===== src/rtl/jexif_pkg.sv =====
// Types, phase codes and helpers shared by the Exif orientation parser.
// No dependencies; every other file of the parser uses this package.
`timescale 1ns / 1ps
`default_nettype none

package jexif_pkg;

    localparam int DATA_W   = 8;
    localparam int ORIENT_W = 16;
    localparam int STATUS_W = 2;

    localparam logic [7:0]  MARKER_PREFIX = 8'hFF;
    localparam logic [7:0]  MARKER_SOI    = 8'hD8;
    localparam logic [7:0]  MARKER_EOI    = 8'hD9;
    localparam logic [7:0]  MARKER_SOS    = 8'hDA;
    localparam logic [7:0]  MARKER_APP1   = 8'hE1;
    localparam logic [7:0]  BYTE_ORDER_II = 8'h49;
    localparam logic [15:0] TAG_ORIENT    = 16'h0112;
    localparam logic [31:0] TIFF_MAGIC    = 32'd42;
    localparam logic [15:0] ORIENT_DEFAULT = 16'd1;

    localparam logic [STATUS_W-1:0] STATUS_FOUND    = 2'd0;
    localparam logic [STATUS_W-1:0] STATUS_NOT_JPEG = 2'd1;
    localparam logic [STATUS_W-1:0] STATUS_NO_TAG   = 2'd2;
    localparam logic [STATUS_W-1:0] STATUS_BAD_TIFF = 2'd3;

    typedef enum logic [12:0] {
        PH_SOI0  = 13'b0_0000_0000_0001,
        PH_SOI1  = 13'b0_0000_0000_0010,
        PH_MARK  = 13'b0_0000_0000_0100,
        PH_CODE  = 13'b0_0000_0000_1000,
        PH_LENHI = 13'b0_0000_0001_0000,
        PH_LENLO = 13'b0_0000_0010_0000,
        PH_SKIP  = 13'b0_0000_0100_0000,
        PH_EXIF  = 13'b0_0000_1000_0000,
        PH_TIFF  = 13'b0_0001_0000_0000,
        PH_SEEK  = 13'b0_0010_0000_0000,
        PH_COUNT = 13'b0_0100_0000_0000,
        PH_ENTRY = 13'b0_1000_0000_0000,
        PH_DONE  = 13'b1_0000_0000_0000
    } phase_t;

    typedef struct packed {
        logic                valid;
        logic [ORIENT_W-1:0] orientation;
        logic [STATUS_W-1:0] status;
    } result_t;

    // "Exif\0\0" header that opens an Exif APP1 segment
    function automatic logic [7:0] exif_sig(input logic [2:0] idx);
        logic [7:0] sig;
        case (idx)
            3'd0:    sig = 8'h45;
            3'd1:    sig = 8'h78;
            3'd2:    sig = 8'h69;
            3'd3:    sig = 8'h66;
            default: sig = 8'h00;
        endcase
        return sig;
    endfunction

    // Fold one byte into a multi-byte field in the file's byte order
    function automatic logic [31:0] take(input logic [31:0] acc, input logic [7:0] b,
                                         input logic [1:0] k, input logic little);
        logic [31:0] res;
        if (little)
            res = acc | ({24'd0, b} << {k, 3'b000});
        else
            res = {acc[23:0], b};
        return res;
    endfunction

endpackage

`default_nettype wire


===== src/rtl/jexif_parser.sv =====
// Per-byte parse state and next-state logic of the Exif orientation parser.
// Depends on jexif_pkg.
`timescale 1ns / 1ps
`default_nettype none

module jexif_parser (
    input  wire logic                  clk,
    input  wire logic                  rst_n,
    input  wire logic                  accept,
    input  wire logic [7:0]            data_byte,
    input  wire logic                  last_byte,
    output jexif_pkg::result_t         result
);

    jexif_pkg::phase_t phase_reg, phase_next;
    logic [7:0]  marker_code_reg, marker_code_next;
    logic [15:0] segment_length_reg, segment_length_next;
    logic [15:0] segment_position_reg, segment_position_next;
    logic        little_endian_reg, little_endian_next;
    logic [15:0] directory_position_reg, directory_position_next;
    logic [15:0] entries_left_reg, entries_left_next;
    logic [3:0]  entry_byte_index_reg, entry_byte_index_next;
    logic [31:0] field_shift_reg, field_shift_next;
    logic        tag_matched_reg, tag_matched_next;

    always_comb
    begin
        logic [15:0] pos_inc;
        logic [15:0] len_full;
        logic [15:0] len_net;
        logic [15:0] el;
        logic [31:0] fs;
        logic [2:0]  idx;
        phase_next              = phase_reg;
        marker_code_next        = marker_code_reg;
        segment_length_next     = segment_length_reg;
        segment_position_next   = segment_position_reg;
        little_endian_next      = little_endian_reg;
        directory_position_next = directory_position_reg;
        entries_left_next       = entries_left_reg;
        entry_byte_index_next   = entry_byte_index_reg;
        field_shift_next        = field_shift_reg;
        tag_matched_next        = tag_matched_reg;
        result.valid            = 1'b0;
        result.orientation      = jexif_pkg::ORIENT_DEFAULT;
        result.status           = jexif_pkg::STATUS_NO_TAG;
        pos_inc  = segment_position_reg + 16'd1;
        len_full = {segment_length_reg[15:8], data_byte};
        len_net  = len_full - 16'd2;
        el       = entries_left_reg - 16'd1;
        fs       = 32'd0;
        idx      = segment_position_reg[2:0];

        if (accept)
        begin
            unique case (phase_reg)
                jexif_pkg::PH_SOI0:
                begin
                    if (data_byte != jexif_pkg::MARKER_PREFIX)
                    begin
                        result.valid  = 1'b1;
                        result.status = jexif_pkg::STATUS_NOT_JPEG;
                        phase_next    = jexif_pkg::PH_DONE;
                    end
                    else
                        phase_next = jexif_pkg::PH_SOI1;
                end
                jexif_pkg::PH_SOI1:
                begin
                    if (data_byte != jexif_pkg::MARKER_SOI)
                    begin
                        result.valid  = 1'b1;
                        result.status = jexif_pkg::STATUS_NOT_JPEG;
                        phase_next    = jexif_pkg::PH_DONE;
                    end
                    else
                        phase_next = jexif_pkg::PH_MARK;
                end
                jexif_pkg::PH_MARK:
                begin
                    if (data_byte != jexif_pkg::MARKER_PREFIX)
                    begin
                        result.valid = 1'b1;
                        phase_next   = jexif_pkg::PH_DONE;
                    end
                    else
                        phase_next = jexif_pkg::PH_CODE;
                end
                jexif_pkg::PH_CODE:
                begin
                    marker_code_next = data_byte;
                    if (data_byte == jexif_pkg::MARKER_EOI || data_byte == jexif_pkg::MARKER_SOS)
                    begin
                        result.valid = 1'b1;
                        phase_next   = jexif_pkg::PH_DONE;
                    end
                    else
                        phase_next = jexif_pkg::PH_LENHI;
                end
                jexif_pkg::PH_LENHI:
                begin
                    segment_length_next = {data_byte, 8'd0};
                    phase_next          = jexif_pkg::PH_LENLO;
                end
                jexif_pkg::PH_LENLO:
                begin
                    if (len_full < 16'd2)
                    begin
                        segment_length_next = len_full;
                        result.valid        = 1'b1;
                        phase_next          = jexif_pkg::PH_DONE;
                    end
                    else
                    begin
                        // hold the length net of the two length bytes
                        segment_length_next   = len_net;
                        segment_position_next = 16'd0;
                        if (marker_code_reg == jexif_pkg::MARKER_APP1 && len_net >= 16'd16)
                            phase_next = jexif_pkg::PH_EXIF;
                        else if (len_net == 16'd0)
                            phase_next = jexif_pkg::PH_MARK;
                        else
                            phase_next = jexif_pkg::PH_SKIP;
                    end
                end
                jexif_pkg::PH_SKIP:
                begin
                    segment_position_next = pos_inc;
                    phase_next = (pos_inc >= segment_length_reg) ? jexif_pkg::PH_MARK
                                                                 : jexif_pkg::PH_SKIP;
                end
                jexif_pkg::PH_EXIF:
                begin
                    segment_position_next = pos_inc;
                    if (segment_position_reg > 16'd5 || data_byte != jexif_pkg::exif_sig(idx))
                        phase_next = (pos_inc >= segment_length_reg) ? jexif_pkg::PH_MARK
                                                                     : jexif_pkg::PH_SKIP;
                    else if (idx == 3'd5)
                        phase_next = jexif_pkg::PH_TIFF;
                end
                jexif_pkg::PH_TIFF:
                begin
                    segment_position_next = pos_inc;
                    if (segment_position_reg == 16'd6)
                        little_endian_next = (data_byte == jexif_pkg::BYTE_ORDER_II);
                    else if (segment_position_reg == 16'd7)
                        little_endian_next = little_endian_reg &&
                                             (data_byte == jexif_pkg::BYTE_ORDER_II);
                    else if (segment_position_reg == 16'd8)
                        field_shift_next = jexif_pkg::take(32'd0, data_byte, 2'd0,
                                                           little_endian_reg);
                    else if (segment_position_reg == 16'd9)
                    begin
                        fs = jexif_pkg::take(field_shift_reg, data_byte, 2'd1, little_endian_reg);
                        field_shift_next = fs;
                        if (fs != jexif_pkg::TIFF_MAGIC)
                        begin
                            result.valid  = 1'b1;
                            result.status = jexif_pkg::STATUS_BAD_TIFF;
                            phase_next    = jexif_pkg::PH_DONE;
                        end
                    end
                    else if (segment_position_reg == 16'd10)
                        field_shift_next = jexif_pkg::take(32'd0, data_byte, 2'd0,
                                                           little_endian_reg);
                    else if (segment_position_reg == 16'd11 || segment_position_reg == 16'd12)
                        field_shift_next = jexif_pkg::take(field_shift_reg, data_byte,
                                                           segment_position_reg[1:0] + 2'd2,
                                                           little_endian_reg);
                    else
                    begin
                        // last offset byte: check the IFD0 offset against header and segment
                        fs = jexif_pkg::take(field_shift_reg, data_byte, 2'd3, little_endian_reg);
                        field_shift_next = fs;
                        if (fs < 32'd8)
                        begin
                            result.valid  = 1'b1;
                            result.status = jexif_pkg::STATUS_BAD_TIFF;
                            phase_next    = jexif_pkg::PH_DONE;
                        end
                        else if ({1'b0, fs} + 33'd8 > {17'd0, segment_length_reg})
                        begin
                            result.valid = 1'b1;
                            phase_next   = jexif_pkg::PH_DONE;
                        end
                        else
                        begin
                            directory_position_next = fs[15:0] + 16'd6;
                            entry_byte_index_next   = 4'd0;
                            phase_next = (fs[15:0] == 16'd8) ? jexif_pkg::PH_COUNT
                                                             : jexif_pkg::PH_SEEK;
                        end
                    end
                end
                jexif_pkg::PH_SEEK:
                begin
                    segment_position_next = pos_inc;
                    if (pos_inc >= directory_position_reg)
                    begin
                        phase_next            = jexif_pkg::PH_COUNT;
                        entry_byte_index_next = 4'd0;
                    end
                end
                jexif_pkg::PH_COUNT:
                begin
                    segment_position_next = pos_inc;
                    if (entry_byte_index_reg == 4'd0)
                    begin
                        field_shift_next      = {24'd0, data_byte};
                        entry_byte_index_next = 4'd1;
                    end
                    else
                    begin
                        fs = jexif_pkg::take(field_shift_reg, data_byte, 2'd1, little_endian_reg);
                        field_shift_next  = fs;
                        entries_left_next = fs[15:0];
                        if (fs[15:0] == 16'd0 ||
                            {1'b0, pos_inc} + 17'd12 > {1'b0, segment_length_reg})
                            phase_next = (pos_inc >= segment_length_reg) ? jexif_pkg::PH_MARK
                                                                         : jexif_pkg::PH_SKIP;
                        else
                        begin
                            phase_next            = jexif_pkg::PH_ENTRY;
                            entry_byte_index_next = 4'd0;
                        end
                    end
                end
                jexif_pkg::PH_ENTRY:
                begin
                    segment_position_next = pos_inc;
                    if (entry_byte_index_reg == 4'd0 || entry_byte_index_reg == 4'd8)
                        field_shift_next = {24'd0, data_byte};
                    else if (entry_byte_index_reg == 4'd1)
                    begin
                        fs = jexif_pkg::take(field_shift_reg, data_byte, 2'd1, little_endian_reg);
                        field_shift_next = fs;
                        tag_matched_next = ({16'd0, jexif_pkg::TAG_ORIENT} == fs);
                    end
                    else if (entry_byte_index_reg == 4'd9)
                    begin
                        fs = jexif_pkg::take(field_shift_reg, data_byte, 2'd1, little_endian_reg);
                        field_shift_next = fs;
                    end

                    if (entry_byte_index_reg == 4'd9 && tag_matched_reg)
                    begin
                        result.valid       = 1'b1;
                        result.orientation = fs[15:0];
                        result.status      = jexif_pkg::STATUS_FOUND;
                        phase_next         = jexif_pkg::PH_DONE;
                    end
                    else if (entry_byte_index_reg >= 4'd11)
                    begin
                        // entry done: start the next one or drop the rest of the segment
                        entries_left_next = el;
                        if (el == 16'd0 ||
                            {1'b0, pos_inc} + 17'd12 > {1'b0, segment_length_reg})
                            phase_next = (pos_inc >= segment_length_reg) ? jexif_pkg::PH_MARK
                                                                         : jexif_pkg::PH_SKIP;
                        else
                        begin
                            phase_next            = jexif_pkg::PH_ENTRY;
                            entry_byte_index_next = 4'd0;
                        end
                    end
                    else
                        entry_byte_index_next = entry_byte_index_reg + 4'd1;
                end
                jexif_pkg::PH_DONE:
                begin
                    phase_next = jexif_pkg::PH_DONE;
                end
                default:
                begin
                    phase_next = jexif_pkg::PH_SOI0;
                end
            endcase

            if (last_byte)
            begin
                if (!result.valid && phase_next != jexif_pkg::PH_DONE)
                begin
                    result.valid = 1'b1;
                    result.status = (phase_next == jexif_pkg::PH_SOI0 ||
                                     phase_next == jexif_pkg::PH_SOI1)
                                    ? jexif_pkg::STATUS_NOT_JPEG : jexif_pkg::STATUS_NO_TAG;
                end
                // end of file: start over for the next one
                phase_next              = jexif_pkg::PH_SOI0;
                marker_code_next        = 8'd0;
                segment_length_next     = 16'd0;
                segment_position_next   = 16'd0;
                little_endian_next      = 1'b0;
                directory_position_next = 16'd0;
                entries_left_next       = 16'd0;
                entry_byte_index_next   = 4'd0;
                field_shift_next        = 32'd0;
                tag_matched_next        = 1'b0;
            end
        end
    end

    always_ff @(posedge clk or negedge rst_n)
    begin
        if (!rst_n)
        begin
            phase_reg              <= jexif_pkg::PH_SOI0;
            marker_code_reg        <= 8'd0;
            segment_length_reg     <= 16'd0;
            segment_position_reg   <= 16'd0;
            little_endian_reg      <= 1'b0;
            directory_position_reg <= 16'd0;
            entries_left_reg       <= 16'd0;
            entry_byte_index_reg   <= 4'd0;
            field_shift_reg        <= 32'd0;
            tag_matched_reg        <= 1'b0;
        end
        else
        begin
            phase_reg              <= phase_next;
            marker_code_reg        <= marker_code_next;
            segment_length_reg     <= segment_length_next;
            segment_position_reg   <= segment_position_next;
            little_endian_reg      <= little_endian_next;
            directory_position_reg <= directory_position_next;
            entries_left_reg       <= entries_left_next;
            entry_byte_index_reg   <= entry_byte_index_next;
            field_shift_reg        <= field_shift_next;
            tag_matched_reg        <= tag_matched_next;
        end
    end

endmodule

`default_nettype wire


===== src/rtl/jexif_out_reg.sv =====
// Result register of the Exif orientation parser, holds one result until taken.
// Depends on jexif_pkg.
`timescale 1ns / 1ps
`default_nettype none

module jexif_out_reg (
    input  wire logic                           clk,
    input  wire logic                           rst_n,
    input  wire jexif_pkg::result_t             result,
    output logic                                room,
    output logic                                m_tvalid,
    input  wire logic                           m_tready,
    output logic [jexif_pkg::ORIENT_W-1:0]      m_tdata,
    output logic [jexif_pkg::STATUS_W-1:0]      m_tuser
);

    logic                           valid_reg;
    logic [jexif_pkg::ORIENT_W-1:0] orient_reg;
    logic [jexif_pkg::STATUS_W-1:0] status_reg;

    // a new result may land when the register is empty or drains this cycle
    assign room     = !valid_reg || m_tready;
    assign m_tvalid = valid_reg;
    assign m_tdata  = orient_reg;
    assign m_tuser  = status_reg;

    always_ff @(posedge clk or negedge rst_n)
    begin
        if (!rst_n)
            valid_reg <= 1'b0;
        else if (room)
            valid_reg <= result.valid;
    end

    always_ff @(posedge clk)
    begin
        if (room && result.valid)
        begin
            orient_reg <= result.orientation;
            status_reg <= result.status;
        end
    end

endmodule

`default_nettype wire


===== src/rtl/jpeg_exif_orientation_parser_core.sv =====
// Top level of the JPEG Exif orientation parser.
// Depends on jexif_pkg, jexif_parser and jexif_out_reg.
`timescale 1ns / 1ps
`default_nettype none

// Takes a JPEG file one byte per item (s_tlast on the final byte) and returns exactly one
// result per file: the IFD0 orientation tag value with status 0, or orientation 1 with
// status 1 (not JPEG), 2 (no orientation tag) or 3 (invalid TIFF header). The parse state
// updates at the edge that accepts a byte, and any result it causes sits in the output
// register on the next cycle. Bytes after the result are consumed and ignored up to s_tlast;
// the byte after s_tlast starts a new file. s_tready falls only while a result waits in the
// output register and m_tready is low.
module jpeg_exif_orientation_parser_core (
    input  wire logic        clk,
    input  wire logic        rst_n,
    input  wire logic        s_tvalid,
    output logic             s_tready,
    input  wire logic [7:0]  s_tdata,   // [7:0] data_byte
    input  wire logic        s_tlast,   // last_byte
    output logic             m_tvalid,
    input  wire logic        m_tready,
    output logic [15:0]      m_tdata,   // [15:0] orientation
    output logic [1:0]       m_tuser    // [1:0] status
);

    jexif_pkg::result_t result;
    logic               room;

    assign s_tready = room;

    jexif_parser u_parser (
        .clk       (clk),
        .rst_n     (rst_n),
        .accept    (s_tvalid && room),
        .data_byte (s_tdata),
        .last_byte (s_tlast),
        .result    (result)
    );

    jexif_out_reg u_out_reg (
        .clk      (clk),
        .rst_n    (rst_n),
        .result   (result),
        .room     (room),
        .m_tvalid (m_tvalid),
        .m_tready (m_tready),
        .m_tdata  (m_tdata),
        .m_tuser  (m_tuser)
    );

endmodule

`default_nettype wire


===== config.mk =====
export PLATFORM = sky130hd
export DESIGN_NAME = jpeg_exif_orientation_parser_core
export DESIGN_NICKNAME = d
export VERILOG_FILES = /design/src/rtl/jexif_pkg.sv /design/src/rtl/jexif_parser.sv /design/src/rtl/jexif_out_reg.sv /design/src/rtl/jpeg_exif_orientation_parser_core.sv
export SDC_FILE = /design/constraint.sdc
export NUM_CORES = 1
export LEC_CHECK = 0
export ABC_AREA = 1
export BUFFER_PORTS_ARGS = -buffer_cell sky130_fd_sc_hd__buf_2
export CAP_MARGIN = 10
export CORE_ASPECT_RATIO = 1.75
export CORE_MARGIN = 5
export CORE_UTILIZATION = 50
export DETAILED_ROUTE_END_ITERATION = 7
export PLACE_DENSITY = 0.69
export SYNTH_ARGS = -nofsm -noshare
export SYNTH_HDL_FRONTEND = slang
export SYNTH_SLANG_ARGS = --single-unit
export TNS_END_PERCENT = 5

===== constraint.sdc =====
create_clock -name clk -period 3.43 [get_ports clk]
set_input_delay 0.5145 -clock clk [delete_from_list [all_inputs] [get_ports clk]]
set_output_delay 0.5145 -clock clk [all_outputs]
set_load 0.02 [all_outputs]

# Yosys cells after proc, flatten, opt, wreduce, memory -nomap -nowiden
# Index checks and enable logic that the tools add are counted.
# W data, S select, Z words.
[classes] n_addsub=8 shift=1 bitwise_logic=6 multipliers=0 magnitude_cmp=9 muxes=152 n_div=0 n_reduce_logical=45 n_eq_ne=65
[op_table] cell="$mux W32" n=35
[op_table] cell="$mux W16" n=22
[op_table] cell="$mux W13" n=25
[op_table] cell="$pmux W13 S13" n=1
[op_table] cell="$eq A16 B4 Y1 const B" n=6
[op_table] cell="$pmux W16 S2" n=3
[op_table] cell="$pmux W32 S3" n=1
[op_table] cell="$or A32 B32 Y32" n=2
[op_table] cell="$mux W4" n=15
[op_table] cell="$logic_not A16 Y1" n=3
[op_table] cell="$mux W19" n=2
[op_table] cell="$add A32 B4 Y33 const B" n=1
[op_table] cell="$gt A33 B16 Y1" n=1
[op_table] cell="$ne A3 B3 Y1 const B" n=11
[op_table] cell="$eq A16 B3 Y1 const B" n=2
[op_table] cell="$eq A9 B32 Y1 const A" n=1
[op_table] cell="$ge A16 B16 Y1" n=2
[op_table] cell="$lt A32 B4 Y1 const B" n=1
[op_table] cell="$mux W8" n=4
[op_table] cell="$ne A32 B6 Y1 const B" n=1
[op_table] cell="$or A32 B16 Y32" n=1
[op_table] cell="$shl A8 B5 Y32" n=1
[op_table] cell="$pmux W7 S4" n=1
[op_table] cell="$eq A13 B1 Y1 const B" n=2
[op_table] cell="other kinds (65)" n=142
[word_totals] register_bits=142 rom_bits=0 word_cells=301 latchBits=0 ramBits=0 memories=0 out_inout_bits=20 in_bits=13

# Depth between registers and ports, before layout
# Gate-level depths: netlist of run 1.
[logic_depth] depth_word=29 ltp_mapped=32 mapped_depth_nobuf=31

# Modules after synthesis
# From an unflattened synthesis of run 1, not the netlist that was laid out.
[hier_totals] cells_unflattened=1912 hier_area_um2=13080.0
[by_module_without_submodules] mod="jexif_parser" cells_each=1886 seq_area_each_um2=3079.2 area_per_inst_um2=12487.0 n_inst=1
[by_module_without_submodules] mod="jexif_out_reg" cells_each=24 seq_area_each_um2=565.5 area_per_inst_um2=585.6 n_inst=1
[by_module_without_submodules] mod="jpeg_exif_orientation_parser_core" cells_each=2 seq_area_each_um2=0.0 area_per_inst_um2=7.5 n_inst=1

# Least setup slack after synthesis of run 1
# OpenSTA, ideal clock, no wires.
[synth_timing] path_kind="reg2reg" start="register u_parser.little_endian_reg" end="register u_out_reg.orient_reg, in the netlist u_out_reg.m_tdata[0], enable pin" required_ns=3.105 setup_ns=0.325 path_buffers=3 slack_ns=-0.334 arrival_time_ns=3.439 period_less_slack_ns=3.764 path_stages_with_launch=26 path_cell_list="dfrtp_1 buf_6 buf_8 buf_6 o21ai_4 ha_1 nand2_1 nor2_2 nand3_1 xor2_1 inv_1 ha_1 a21oi_1 nor2_1 a211oi_1 nand2_1 nand2_1 nand2_1 nand2_1 nand2_1 nor2_1 nand3_1 o21ai_0 o211ai_1 nand2_1 inv_1"
[synth_via] elab_chain_len=27 word_cells_on_any_way=58 classes_between="add/sub: 1; order compare: 2; eq/ne: 3; mux: 47; reduce/logical: 5"
[synth_rtl] element="start, declared" line_no="jexif_parser.sv:19" source="logic little_endian_reg, little_endian_next;"
[synth_rtl] element="start signal, assigned" line_no="jexif_parser.sv:324" source="little_endian_reg <= little_endian_next;"
[synth_rtl] element="$mux W32" line_no="jexif_pkg.sv:66" source="if (little)"
[synth_rtl] element="$mux W32" line_no="jexif_parser.sv:166" source="else if (segment_position_reg == 16'd11 || segment_position_reg == 16'd12)"
[synth_rtl] element="$mux W32" line_no="jexif_parser.sv:163" source="else if (segment_position_reg == 16'd10)"
[synth_rtl] element="$mux W32" line_no="jexif_parser.sv:152" source="else if (segment_position_reg == 16'd9)"
[synth_rtl] element="$mux W32" line_no="jexif_parser.sv:149" source="else if (segment_position_reg == 16'd8)"
[synth_rtl] element="$mux W32" line_no="jexif_parser.sv:146" source="else if (segment_position_reg == 16'd7)"
[synth_rtl] element="$mux W32" line_no="jexif_parser.sv:144" source="if (segment_position_reg == 16'd6)"
[synth_rtl] element="$mux W32" line_no="jexif_parser.sv:56" source="unique case (phase_reg)"
[synth_rtl] element="(+11 left out)"
[synth_rtl] element="$pmux W13 S13 or $pmux W1 S6 (tied branches)" line_no="jexif_parser.sv:56"
[synth_rtl] element="$mux W13 or $mux W1 (tied branches)" line_no="jexif_parser.sv:54" source="if (accept)"
[synth_rtl] element="$ne A13 B13 Y1 or $logic_not A1 Y1 (tied branches)" line_no="jexif_parser.sv:281" source="if (!result.valid && phase_next != jexif_pkg::PH_DONE)"
[synth_rtl] element="$logic_and A1 B1 Y1" line_no="jexif_parser.sv:281"
[synth_rtl] element="$mux W1" line_no="jexif_parser.sv:281"
[synth_rtl] element="$mux W1 (*)" line_no="jexif_parser.sv:279" source="if (last_byte)"
[synth_rtl] element="$mux W19 (*)" line_no="jexif_parser.sv:54"
[synth_rtl] element="$logic_and A1 B1 Y1 (*)" line_no="jexif_out_reg.sv:37" source="if (room && result.valid)"
[synth_rtl] element="end signal, assigned" line_no="jexif_out_reg.sv:39" source="orient_reg <= result.orientation;"
[synth_rtl] element="end, declared" line_no="jexif_out_reg.sv:18" source="logic [jexif_pkg::ORIENT_W-1:0] orient_reg;"
# Every way passes the cells marked *; elsewhere a longest branch is shown, timed or not. The select of a mux whose other input is x is not followed.
# A chain may end at the register's enable or synchronous reset.

# Worst setup path in the final report of run 1
[layout_timing] start="register u_parser.segment_position_reg[0]" end="register u_parser.entry_byte_index_reg[3]"
[layout_via] elab_chain_len=6 word_cells_on_any_way=24 classes_between="add/sub: 2; order compare: 2; eq/ne: 16; reduce/logical: 4"
[layout_rtl] element="start, declared" line_no="jexif_parser.sv:18" source="logic [15:0] segment_position_reg, segment_position_next;"
[layout_rtl] element="start signal, assigned" line_no="jexif_parser.sv:323" source="segment_position_reg <= segment_position_next;"
[layout_rtl] element="$add A16 B1 Y16" line_no="jexif_parser.sv:47" source="pos_inc = segment_position_reg + 16'd1;"
[layout_rtl] element="$add A16 B4 Y17" line_no="jexif_parser.sv:218, jexif_parser.sv:257"
[layout_rtl] element="$gt A17 B16 Y1" line_no="jexif_parser.sv:218, jexif_parser.sv:257"
[layout_rtl] element="$logic_or A1 B1 Y1 (on tied branches)" line_no="jexif_parser.sv:256, jexif_parser.sv:217"
[layout_rtl] element="$ne A4 B4 Y1 (no source line) or $ne A4 B3 Y1 (tied branches)"
[layout_rtl] element="$reduce_and A14 Y1 (no source line) (*)"
[layout_rtl] element="end signal, assigned" line_no="jexif_parser.sv:327" source="entry_byte_index_reg <= entry_byte_index_next;"
[layout_rtl] element="end, declared" line_no="jexif_parser.sv:22" source="logic [3:0] entry_byte_index_reg, entry_byte_index_next;"
# Every way passes the cells marked *; elsewhere a longest branch is shown, timed or not.

==> flow_metrics.tcl, run 1 <==
set metrics [dict create \
    synth_largest_area_cell "dfrtp_1" \
    initial_core_util_pct 50.72 \
    worst_pin_slew_ns 1.084 \
    die_x_microns 132.7 \
    crit_buf_inv 7 \
    core_sq_mm 0.02596 \
    grt_overflow_total 0 \
    synth-edff-count 18 \
    crit_fanout 4 \
    grt_usage_pct 36.31 \
    grt_pass1_wl_mm 83.66 \
    dieArea_sq_mm 0.02981 \
    multi_input_area_sq_mm 0.008453 \
    io_buffer_count 32 \
    grt_pass1_vias 15550 \
    drt_wl_total_mm 55.20 \
    yosysWarnings 0 \
    finalMaxSlewViolations 0 \
    layout-drive-gt1-share_pct 23.36 \
    end_kind "flip-flop" \
    antenna_cells 0 \
    skew_ns 0.01257 \
    clock_path_buffers 2 \
    yosysSeqAreaShare_pct 27.68 \
    crit_family "simple AND/OR/NAND/NOR gates" \
    vias 15630 \
    slowest_stage "dfrtp_1" \
    endpoint "u_parser.entry_byte_index_reg[3]" \
    failed_checks "negative setup slack" \
    worst_slack_ns -0.4936 \
    post-route-drc-count 0 \
    yosysMostFrequentCell "nand2_1" \
    cp.required_ns 3.83 \
    r2r_slack_ns -0.49 \
    finalSetupViolCount 51 \
    dpl_worst_slack_ns -0.6465 \
    routedWlPerCell_microns 20.74 \
    die_h_microns 224.7 \
    p_comb_share_pct 40.8 \
    final_antenna_net_count 0 \
    vdd_drop_max_mv 0.3724 \
    yosys_most_used_dff "dfrtp_1" \
    min_period_ns 3.924 \
    synth_commonest_cells "464 x nand2_1, 291 x inv_1, 207 x nor2_1" \
    netlist_area_sq_mm 0.01317 \
    async_reset_ff_share_pct 87.32 \
    cts_sinks 142 \
    cp_slowest_stage_delay_ns 0.36 \
    path_clk_slew_ns 0.07 \
    maxSlewHeadroom_pct 26.96 \
    placed_cells 2601 \
    syn_area_per_cell_sq_um 6.653 \
    layout.nets 2419 \
    synth_top_area_share_pct 23.38 \
    hpwlAfterDp_mm 42.98 \
    largest_reg_flops 32 \
    grt_max_degree 101 \
    finalCritPeriodShare_pct 114.4 \
    r2r-end "u_parser.entry_byte_index_reg[3]" \
    critPathLaunch "u_parser.segment_position_reg[0]" \
    status "complete, but fails checks" \
    hold_class "in -> reg" \
    powerDensity_mw_per_mm2 396.8 \
    crit_type "reg -> reg" \
    netSwitchingFraction_pct 40.15 \
    clkPwrFrac_pct 28.7 \
    maxCapViolCount 0 \
    nFillCells 2397 \
    netlist-cell-type-count 63 \
    hp-start "m_tready" \
    cts_root_buf "clkbuf_16" \
    p_int_mw 4.063 \
    rr_worst_depth 27 \
    cts_buffers 17 \
    cp_num_cells 27 \
    ios 33 \
    syn_nets 2069 \
    seqCellArea_sq_mm 0.003647 \
    rows 78 \
    yosys_register_bits 142 \
    cts_max_level 4 \
    synth_cells 1979 \
    tritoncts "yes" \
    hold_violations 0 \
    p_switching_mw 2.726 \
    first_pass_iters 5 \
    cp_data_arrival_time_ns 4.32 \
    seqPwrFrac_pct 30.5 \
    area_delta_synth_final_pct 29.95 \
    clk_latency_ns 0.46 \
    gp_congestion 1.063 \
    via_per_inst 5.873 \
    first_iter_violations 1283 \
    fin_cells 2662 \
    fmax_mhz 254.9 \
    cp-start-kind "flip-flop" \
    leakagePower_nw 8.699 \
    r2r_start "u_parser.segment_position_reg[0]" \
    rsz0062_at_grt "true" \
    antenna_found_initial 0 \
    synth_area_leaders "dfrtp_1 23%, nand2_1 13%, inv_1 8.3%" \
    whs_ns 0.3440 \
]
worst reg2reg max path, cell delays in order (launching register included):
cell and delay (ns):
dfrtp_1 0.36, ha_2 0.19, inv_2 0.05, nor2_4 0.19
buf_4 0.15, inv_2 0.03, nand2_1 0.04, and2_4 0.13
inv_1 0.06, a21oi_2 0.16, nand3_2 0.13, nor2_2 0.20
nand2_2 0.13, nor4_4 0.23, buf_4 0.16, nand2_2 0.05
xor2_1 0.16, ha_1 0.29, and3_4 0.17, nand4_1 0.10
nand2_2 0.16, nand3_2 0.13, nand3_1 0.10, nand2_1 0.07
inv_2 0.08, buf_4 0.12, nand4_1 0.09, nand2_1 0.10
layer usage:
metal,wire length (microns),GRT usage [%]
met1,19270,37.83
met3,2933,5.707
met5,0,0
met2,27560,63.75
met4,5436,30.23
final cells by class:
class | count | share of cell area [%]
clock buffers | 19 | 2.530
multi-input cells | 1478 | 49.40
well taps | 320 | 2.340
flip-flops and latches | 142 | 21.32
repair buffers | 383 | 16.70
inverters | 306 | 6.764
repair inverters | 1 | 0.02925
clock inverters | 13 | 0.9141
per-stage QoR:
stage / util (%) / power, mW / TNS, ns / cell area [sq um]
after detailed placement: 61.38 / 4.684 / -22.06 / 15930
after floorplan: - / 3.498 / -7.505 / 13190
after global placement: 61.38 / 4.649 / -18.49 / 15930
final: 65.91 / 6.789 / -13.01 / 17110
after CTS: 65.24 / 6.722 / -9.624 / 16940
after global routing: 65.91 / 7.120 / -29.05 / 17110
cells in the final DEF (no fill, tap or decap), types with 18 or more instances in the layout:
master / Yosys / final
a21oi_1: 69 / 67
buf_2: 6 / 32
buf_4: 1 / 342
dfrtp_1: 123 / 121
edfxtp_1: 18 / 18
ha_1: 77 / 72
inv_1: 291 / 285
nand2_1: 464 / 448
nand2_2: 17 / 31
nand3_1: 125 / 115
nand4_1: 63 / 63
nor2_1: 207 / 196
nor3_1: 41 / 35
o21ai_0: 106 / 104
o22ai_1: 65 / 65
xor2_1: 59 / 58
power by group through the flow:
stage               sequential, mW  combinational (mW)  clock [mW]
global route                  2.09                3.00        2.03
CTS                           2.07                2.70        1.96
floorplan                     2.11                1.39           0
detailed placement            2.10                2.59           0
finish                        2.07                2.77        1.95
global placement              2.10                2.55           0
logic make-up (layout without fill, tap and decap cells):
family / count (synthesis) / in the layout / synth area share, %
AOI/OAI and AO/OA: 356 / 356 / 16.74
xor gates and xnor gates: 61 / 61 / 4.058
adders and majority gates: 77 / 77 / 7.317
buffers and inverters: 360 / 722 / 10.89
DFF: 142 / 142 / 27.68
muxes: 1 / 1 / 0.08552
and+or+nand+nor: 982 / 983 / 33.22
repair_timing:
item,4_1_cts,5_1_grt
hold buffers,1,0
pin swaps,31,21
resized for setup,63,27
endpoints found under the hold margin,24,0
setup buffers,15,10
endpoints found under the setup margin,48,73
gates cloned,2,1
worst min path at each step:
stage                                                   end  cells after the start
final                                    u_out_reg.m_tvalid                      4
after global routing                     u_out_reg.m_tvalid                      4
after CTS                                u_out_reg.m_tvalid                      4
after detailed placement  u_parser.segment_position_reg[11]                      1
after global placement    u_parser.segment_position_reg[11]                      1
after floorplan                          u_out_reg.m_tvalid                      0
(Power assumes the default switching activity.)
==> inputs of run 2 (changes only) <==
--- a/config.mk
+++ b/config.mk
@@ -10,9 +10,10 @@
 export CAP_MARGIN = 10
 export CORE_ASPECT_RATIO = 1.75
 export CORE_MARGIN = 5
-export CORE_UTILIZATION = 50
+export CORE_UTILIZATION = 51
 export DETAILED_ROUTE_END_ITERATION = 7
-export PLACE_DENSITY = 0.69
+export PLACE_DENSITY = 0.7
+export SETUP_SLACK_MARGIN = 0.1
 export SYNTH_ARGS = -nofsm -noshare
 export SYNTH_HDL_FRONTEND = slang
 export SYNTH_SLANG_ARGS = --single-unit
==> flow_metrics.tcl, run 2 (synthesized netlist as in run 1, its figures left out) <==
set metrics [dict create \
    vdd_drop_max_mv 0.3718 \
    tritoncts "yes" \
    io_buffer_count 32 \
    cp_slowest_stage_delay_ns 0.38 \
    cp.required_ns 3.78 \
    cp-start-kind "flip-flop" \
    final_antenna_net_count 0 \
    maxSlewHeadroom_pct 48.42 \
    routedWlPerCell_microns 21.09 \
    grt_usage_pct 37.55 \
    layout.nets 2418 \
    clk_latency_ns 0.47 \
    die_x_microns 131.5 \
    gp_congestion 1.108 \
    path_clk_slew_ns 0.07 \
    layout_commonest_cell "nand2_1" \
    grt_overflow_total 0 \
    rsz0062_at_grt "true" \
    cts_buffers 17 \
    antenna_cells 0 \
    grt_max_degree 54 \
    layout-drive-gt1-share_pct 23.79 \
    grt_pass1_vias 15750 \
    grt_pass1_wl_mm 85.88 \
    path_common_cell "nand2_1" \
    antenna_found_initial 0 \
    finalSetupViolCount 48 \
    post-route-drc-count 0 \
    largest_reg_flops 32 \
    core_sq_mm 0.02534 \
    fmax_mhz 259.2 \
    crit_fanout 4 \
    crit_type "reg -> reg" \
    worst_slack_ns -0.4279 \
    clock_path_buffers 2 \
    dieArea_sq_mm 0.02926 \
    hpwlAfterDp_mm 43.78 \
    leakagePower_nw 8.686 \
    cts_root_buf "clkbuf_16" \
    mostFrequentLayoutCells "442 x nand2_1, 339 x buf_4, 286 x inv_1" \
    cts_max_level 4 \
    die_h_microns 222.6 \
    cp_data_arrival_time_ns 4.21 \
    initial_core_util_pct 51.96 \
    first_iter_violations 1300 \
    whs_ns 0.07716 \
    drt_wl_total_mm 56.04 \
    powerDensity_mw_per_mm2 398.1 \
    slowest_stage "dfrtp_1" \
    end_kind "flip-flop" \
    utilization_pct 67.59 \
    maxCapViolCount 0 \
    first_pass_iters 6 \
    min_period_ns 3.858 \
    ios 33 \
    finalCritPeriodShare_pct 112.5 \
    ctsHoldBuffers 0 \
    status "complete, but fails checks" \
    finalMaxSlewViolations 0 \
    area_delta_synth_final_pct 30.07 \
    vias 15660 \
    via_per_inst 5.892 \
    skew_ns 0.01499 \
    failed_checks "negative setup slack" \
    worst_pin_slew_ns 0.7709 \
    hold_class "in -> async" \
    cts_sinks 142 \
    hold_violations 0 \
    rows 77 \
]
run 2: changes by cell type in the layout (fill, tap and decap cells not counted), sizes merged:
cell | before | now
clkinv | 15 | 14
bufinv | 2 | 1
clkbuf | 19 | 17
inv | 300 | 303
buf | 382 | 383
dlygate4sd3 | 1 | 0
run 2: power by group:
| part | switching [mW] | internal, mW | total [mW] |
|---|---|---|---|
| Sequential | 0.144 | 1.93 | 2.07 |
| Clock | 0.922 | 1.04 | 1.96 |
| Combinational | 1.72 | 1.07 | 2.78 |
run 2: layout make-up:
class / instances / area [sq um]
well taps: 316 / 395.4
flip-flops and latches: 142 / 3646
clock buffers: 17 / 425.4
repair buffers: 383 / 2872
inverters: 306 / 1161
multi-input cells: 1478 / 8453
fillers: 2337 / 8213
clock inverters: 15 / 172.7
run 2: timing repair:
action / CTS / global route
buffers inserted: 10 / 4
cloned: 1 / 0
endpoints found under the setup margin: 52 / 56
resized for setup: 53 / 45
pin swaps: 27 / 27
run 2: worst max-delay path, delay by kind of cell (launching register included):
| kind | cells | cell delay (ns) |
|---|---|---|
| and+or+nand+nor | 22 | 2.19 |
| AOI/OAI and AO/OA | 1 | 0.16 |
| DFF | 1 | 0.38 |
| buffers and inverters | 6 | 0.53 |
| adders and majority gates | 2 | 0.48 |
run 2: worst paths after layout:
kind	slack, ns	cells past startpoint	end	start
worst max-delay path	-0.43	31	u_parser.entry_byte_index_reg[1]	u_parser.segment_position_reg[0]
worst min-delay path	0.08	1	u_parser.segment_position_reg[10]	rst_n
worst max register to register	-0.43	31	u_parser.entry_byte_index_reg[1]	u_parser.segment_position_reg[0]
worst min register to register	0.47	2	u_parser.directory_position_reg[7]	u_parser.directory_position_reg[7]
max in group asynchronous	2.45	2	u_parser.entries_left_reg[0]	rst_n
min in group clk	0.33	4	u_out_reg.m_tvalid	m_tready
run 2: routing by layer:
| layer | share of wire (%) | wire length, microns | global-route usage (%) | up-vias |
|---|---|---|---|---|
| li1 | - | - | - | 7331 |
| met1 | 34 | 18960 | 38.30 | 7277 |
| met2 | 49 | 27270 | 64.45 | 746 |
| met3 | 6.7 | 3730 | 6.700 | 301 |
| met4 | 11 | 6083 | 34.04 | 0 |
| met5 | 0 | 0 | 0 | - |
run 2: metrics by stage:
stage / power (mW) / instances / TNS [ns] / setup WS [ns] / instance area (sq um)
3_5_place_dp: 4.710 / 2610 / -22.05 / -0.6756 / 16040
2_1_floorplan: 3.500 / 1979 / -6.578 / -0.2263 / 13200
6_report: 6.818 / 2657 / -16.81 / -0.4279 / 17130
3_3_place_gp: 4.672 / 2610 / -18.08 / -0.5685 / 16040
4_1_cts: 6.723 / 2653 / -15.12 / -0.3942 / 16940
5_1_grt: 7.156 / 2657 / -27.96 / -0.6537 / 17130
